**config.mk**
```make
export PLATFORM = sky130hd
export DESIGN_NAME = cvxh_orient
export DESIGN_NICKNAME = d
export VERILOG_FILES = /design/src/rtl/core/cvxh_pkg.sv /design/src/rtl/core/cvxh_orient.sv
export SDC_FILE = /design/constraint.sdc
export NUM_CORES = 2
export LEC_CHECK = 0
export BUFFER_PORTS_ARGS = -buffer_cell sky130_fd_sc_hd__buf_4
export CORE_ASPECT_RATIO = 0.5
export CORE_MARGIN = 1
export CORE_UTILIZATION = 47
export CTS_BUF_LIST = sky130_fd_sc_hd__clkbuf_16
export CTS_CLUSTER_DIAMETER = 50
export DETAILED_ROUTE_END_ITERATION = 6
export PLACE_DENSITY = 0.69
export SETUP_SLACK_MARGIN = 0.2
export SYNTH_ARGS = -nofsm -noshare
export SYNTH_HDL_FRONTEND = slang
export SYNTH_SLANG_ARGS = --single-unit
```
**constraint.sdc**
```tcl
create_clock -name clk_i -period 11.6 [get_ports clk_i]
set_input_delay 1.74 -clock clk_i [delete_from_list [all_inputs] [get_ports clk_i]]
set_output_delay 1.74 -clock clk_i [all_outputs]
set_load 0.02 [all_outputs]
```
**src/rtl/core/cvxh_pkg.sv**
```systemverilog
// Shared types, constants and helpers of the monotone chain convex hull block.
package cvxh_pkg;

  localparam int unsigned CoordBits = 16;
  localparam int unsigned MaxPoints = 64;
  localparam int unsigned IdxW      = $clog2(MaxPoints);
  localparam int unsigned CntW      = IdxW + 1;
  localparam int unsigned DiffW     = CoordBits + 1;
  localparam int unsigned ProdW     = 2 * DiffW;

  // One point; x sits in the low half, as on the stream buses.
  typedef struct packed {
    logic signed [CoordBits-1:0] y;
    logic signed [CoordBits-1:0] x;
  } point_t;

  // Sign of the cross product (b - a) x (c - a).
  typedef struct packed {
    logic lt;  // clockwise
    logic gt;  // counter-clockwise
  } orient_t;

  // Lexicographic order: by x, then by y.
  function automatic logic point_before(point_t a, point_t b);
    point_before = (a.x < b.x) || ((a.x == b.x) && (a.y < b.y));
  endfunction

endpackage

```
**src/rtl/core/cvxh_orient.sv**
```systemverilog
// Orientation test of three points with registered cross products.
module cvxh_orient (
  input  logic             clk_i,
  input  cvxh_pkg::point_t a_i,
  input  cvxh_pkg::point_t b_i,
  input  cvxh_pkg::point_t c_i,
  output cvxh_pkg::orient_t res_o
);

  logic signed [cvxh_pkg::DiffW-1:0] bx, by, cx, cy;
  logic signed [cvxh_pkg::ProdW-1:0] p_d, q_d, p_q, q_q;

  // Differences and the two products of the cross product.
  always_comb begin
    bx  = cvxh_pkg::DiffW'(b_i.x) - cvxh_pkg::DiffW'(a_i.x);
    by  = cvxh_pkg::DiffW'(b_i.y) - cvxh_pkg::DiffW'(a_i.y);
    cx  = cvxh_pkg::DiffW'(c_i.x) - cvxh_pkg::DiffW'(a_i.x);
    cy  = cvxh_pkg::DiffW'(c_i.y) - cvxh_pkg::DiffW'(a_i.y);
    p_d = cvxh_pkg::ProdW'(bx) * cvxh_pkg::ProdW'(cy);
    q_d = cvxh_pkg::ProdW'(by) * cvxh_pkg::ProdW'(cx);
  end

  always_ff @(posedge clk_i) begin
    p_q <= p_d;
    q_q <= q_d;
  end

  // Compare of the registered products.
  assign res_o.lt = (p_q < q_q);
  assign res_o.gt = (p_q > q_q);

endmodule

```
==> results.md <==
- All-layer global routing usage: 0.266
- Vias in the first global route: between 20000 and 25000
- Share of final-layout standard cells stronger than drive strength 1: 0.0753
- Overall die area: approximately 60000 um^2
- Net total in the final layout: 4078
- Placer's final routability congestion estimate: 0.950
- Setup repair after global routing missed its margin: no
- Total count of hold-check failures in the final report: 0
- Via-to-Cell Ratio: 5.30
- Critical path class: in -> reg
- Class of the worst hold path: in -> reg
- Flip-flop and latch count after synthesis: 68
- Final worst path period need: 10.12 ns
- Pin count of the biggest net entering global routing: 19
- Max-cap violations: 0
- Total of endpoints with negative setup slack in the final report: 0
- Routed len/inst: between 15 and 20 um
- Multi-input logic area: 22500 um^2
- Site row count: 61
- Layout overhead on the synthesized area: 7.89%
- Area used by sequential logic in the layout: 1360 um^2
- Required time of the critical path: around 12 ns
- Number of antenna violations at the first check in global routing: 2
- Final routed wirelength across all metal layers: about 73 mm
- Filler Cell Count: 5233
- Timing-limited maximum frequency: 0.0988 GHz
- Floorplan core area: 56000 um^2
- Setup TNS: 0 ns
- Adder and majority cell fraction of the synthesized area: 0.568
- Most used flip-flop cell after synthesis: sky130_fd_sc_hd__dfxtp_1
- Sink Count: slightly below 70
- Starting density of the core: 0.481
- Wire length of the first global-routing pass: between 100 and 150 mm
- Die Height: 171 um
- Combinational family with the most area after synthesis: adder cells
- Worst Hold Launch: a_i[0]
- Post-synth cell types: 77
- First-pass iteration count of the detailed router: 5
- Max incr delay on CP: 0.56 ns
- Kind of end point of the critical path: register
- TritonCTS buffer count: 9
- First-iteration detailed-routing DRC count: 1341
- Mean area per synthesized cell: around 9 um^2
- Number of vias in the routed layout: 20600
- CP Launch Point: a_i[5]
- Warning count from the yosys run: 0
- Slew at the pin closest to its max-slew limit: 1.25 ns
- Parity-gate share of the synthesized area counting xor and xnor cells: 0.0473
- Die extent in x: between 300 and 400 um
- Synthesized cell area: roughly 27000 um^2
- Fraction of registers with async set or reset after synthesis: 0
- Critical-path cell with the highest stage delay: sky130_fd_sc_hd__o32ai_1
- Number of gates resized after cts: 0
- Final clock period utilization by the worst path: 0.873
- Simple-gate portion of the synthesized area: 0.135
- Overall overflow remaining after global route: 0
- Count of hold buffers inserted by post-cts repair: 0
- Clock root buffer: sky130_fd_sc_hd__clkbuf_16
- Post-CTS setup buffers: 0
- HPWL after detailed placement: between 60 and 70 mm
- Compound-gate portion of the synthesized area: 0.0826
- Post-Syn Nets: 3984
- CTS clock-pin slew for the worst setup and hold paths: 0.07 ns
- Antenna viol nets, final: 0
- H-Tree Level Count: 3
- Critical path data arrival time: 10.35 ns
- Number of enable-type register cells in the synthesized netlist: 0
- DRC violations left: 0
- Maximum buffer depth of the clock tree: 2
- Crit-path max FO: 9
- Run status: complete, no violations
- Clock tree from TritonCTS: done
- Count of mapped cells out of synthesis: 3023
- Proportion of synthesized area in mux cells: 0.00246
- Max-slew headroom: 0.163
- Top-level port count: 99
- IO Port Bufs: 98
- Final number of max-transition violations: 0
- Number of stages on the worst hold path: 4
- Element type at the critical path start: input pin
- Sequential element share of the synthesized area: 0.0506
==> worst max-delay path: cells and delay by family <==
family / cells / cell delay, ns
and+or+nand+nor: 6 / 1.18
AOI/OAI and AO/OA: 9 / 2.34
xor gates and xnor gates: 1 / 0.44
adders and majority gates: 8 / 3.91
buffers and inverters: 8 / 0.70
==> metal layers <==
layer  wire length (um)  vias up  GRT usage
met2              34700      688      0.457
met1              30500    10400      0.350
met4               2590        0     0.0953
met3               4980      154     0.0311
li1                   -     9294          -
met5                  0        -          0
==> logic make-up (layout without fill, tap and decap cells) <==
family | after synthesis | count (layout)
fa+ha+maj | 864 | 864
simple gates | 830 | 830
buf+inv | 801 | 900
compound gates | 312 | 312
xor+xnor | 142 | 142
flops | 68 | 68
mux | 6 | 6
other cells | 0 | 2
==> metrics by stage <==
step | setup WS, ns | area (um^2) | hold WS, ns | util | cells
5_1_grt | 0.945 | 29000 | 1.98 | 0.518 | 3879
6_report | 1.48 | 29000 | 1.98 | 0.518 | 3880
3_5_place_dp | 1.20 | 28700 | 2.35 | 0.513 | 3862
2_1_floorplan | 2.50 | 26900 | 2.19 | - | 3023
4_1_cts | 1.54 | 29000 | 1.96 | 0.518 | 3878
3_3_place_gp | 1.21 | 28700 | 2.34 | 0.513 | 3862
==> cell type report <==
class	count	area share
Multi-Input combinational cell	2154	0.775
Inverter	729	0.0942
Sequential cell	68	0.0469
Timing Repair Buffer	155	0.0401
Tap cell	756	0.0326
Clock buffer	9	0.00775
Clock inverter	7	0.00284
Antenna cell	2	0.000172
==> placed cells by master (no fill, tap or decap), types with 4 or more instances in the layout <==
master / instances
sky130_fd_sc_hd__o31ai_1: 5
sky130_fd_sc_hd__a21oi_2: 7
sky130_fd_sc_hd__or2_2: 10
sky130_fd_sc_hd__o21a_1: 17
sky130_fd_sc_hd__nor2_1: 266
sky130_fd_sc_hd__a21boi_0: 5
sky130_fd_sc_hd__xor2_1: 44
sky130_fd_sc_hd__a21oi_1: 89
sky130_fd_sc_hd__or2_1: 4
sky130_fd_sc_hd__a211oi_1: 8
sky130_fd_sc_hd__xnor2_2: 7
sky130_fd_sc_hd__a21o_1: 47
sky130_fd_sc_hd__nor3_1: 27
sky130_fd_sc_hd__nand2b_1: 34
sky130_fd_sc_hd__nor4_1: 5
sky130_fd_sc_hd__xnor2_1: 90
sky130_fd_sc_hd__o41ai_2: 4
sky130_fd_sc_hd__o21bai_1: 10
sky130_fd_sc_hd__nand3_1: 20
sky130_fd_sc_hd__fa_1: 596
sky130_fd_sc_hd__and3_1: 9
sky130_fd_sc_hd__o21ai_0: 36
sky130_fd_sc_hd__o21ai_2: 7
sky130_fd_sc_hd__inv_1: 728
sky130_fd_sc_hd__a31oi_1: 11
sky130_fd_sc_hd__clkbuf_16: 9
sky130_fd_sc_hd__nor2b_1: 59
sky130_fd_sc_hd__nand4_1: 14
sky130_fd_sc_hd__and2_1: 37
sky130_fd_sc_hd__ha_1: 268
sky130_fd_sc_hd__nand2_1: 335
sky130_fd_sc_hd__dfxtp_1: 68
sky130_fd_sc_hd__o2111ai_1: 6
sky130_fd_sc_hd__o21ai_1: 8
sky130_fd_sc_hd__buf_4: 155
sky130_fd_sc_hd__o211ai_1: 6
==> sequential cells by signal, indices dropped and copies added, names as in the netlist <==
name and count:
q_q 34, p_q 34
==> Yosys cell counts (9+ instances only) <==
library cell / n / share of area
sky130_fd_sc_hd__inv_1: 728 / 0.10
sky130_fd_sc_hd__nor2_1: 266 / 0.037
sky130_fd_sc_hd__a21o_1: 47 / 0.013
sky130_fd_sc_hd__nor2b_1: 59 / 0.014
sky130_fd_sc_hd__xnor2_1: 94 / 0.031
sky130_fd_sc_hd__nand2_1: 335 / 0.047
sky130_fd_sc_hd__o21bai_1: 10 / 0.0028
sky130_fd_sc_hd__nor3_1: 27 / 0.0050
sky130_fd_sc_hd__dfxtp_1: 68 / 0.051
sky130_fd_sc_hd__and2_1: 37 / 0.0086
sky130_fd_sc_hd__a31oi_1: 11 / 0.0026
sky130_fd_sc_hd__a21oi_1: 89 / 0.017
sky130_fd_sc_hd__o21a_1: 17 / 0.0047
sky130_fd_sc_hd__o21ai_0: 36 / 0.0067
sky130_fd_sc_hd__ha_1: 268 / 0.12
sky130_fd_sc_hd__clkbuf_1: 43 / 0.0060
sky130_fd_sc_hd__nand2b_1: 34 / 0.0079
sky130_fd_sc_hd__nand3_1: 20 / 0.0037
sky130_fd_sc_hd__nand4_1: 14 / 0.0033
sky130_fd_sc_hd__fa_1: 596 / 0.44
sky130_fd_sc_hd__xor2_1: 44 / 0.014
sky130_fd_sc_hd__buf_2: 17 / 0.0032
sky130_fd_sc_hd__and3_1: 9 / 0.0021
sky130_fd_sc_hd__or2_2: 10 / 0.0023
==> final timing paths <==
path	to	slack [ns]
setup / recovery	p_q[32]	1.48
hold / removal	q_q[0]	1.98
Power is left out: the tool's default activity adds up to more than one toggle a clock period on the data nets, which glitch-free logic cannot reach.
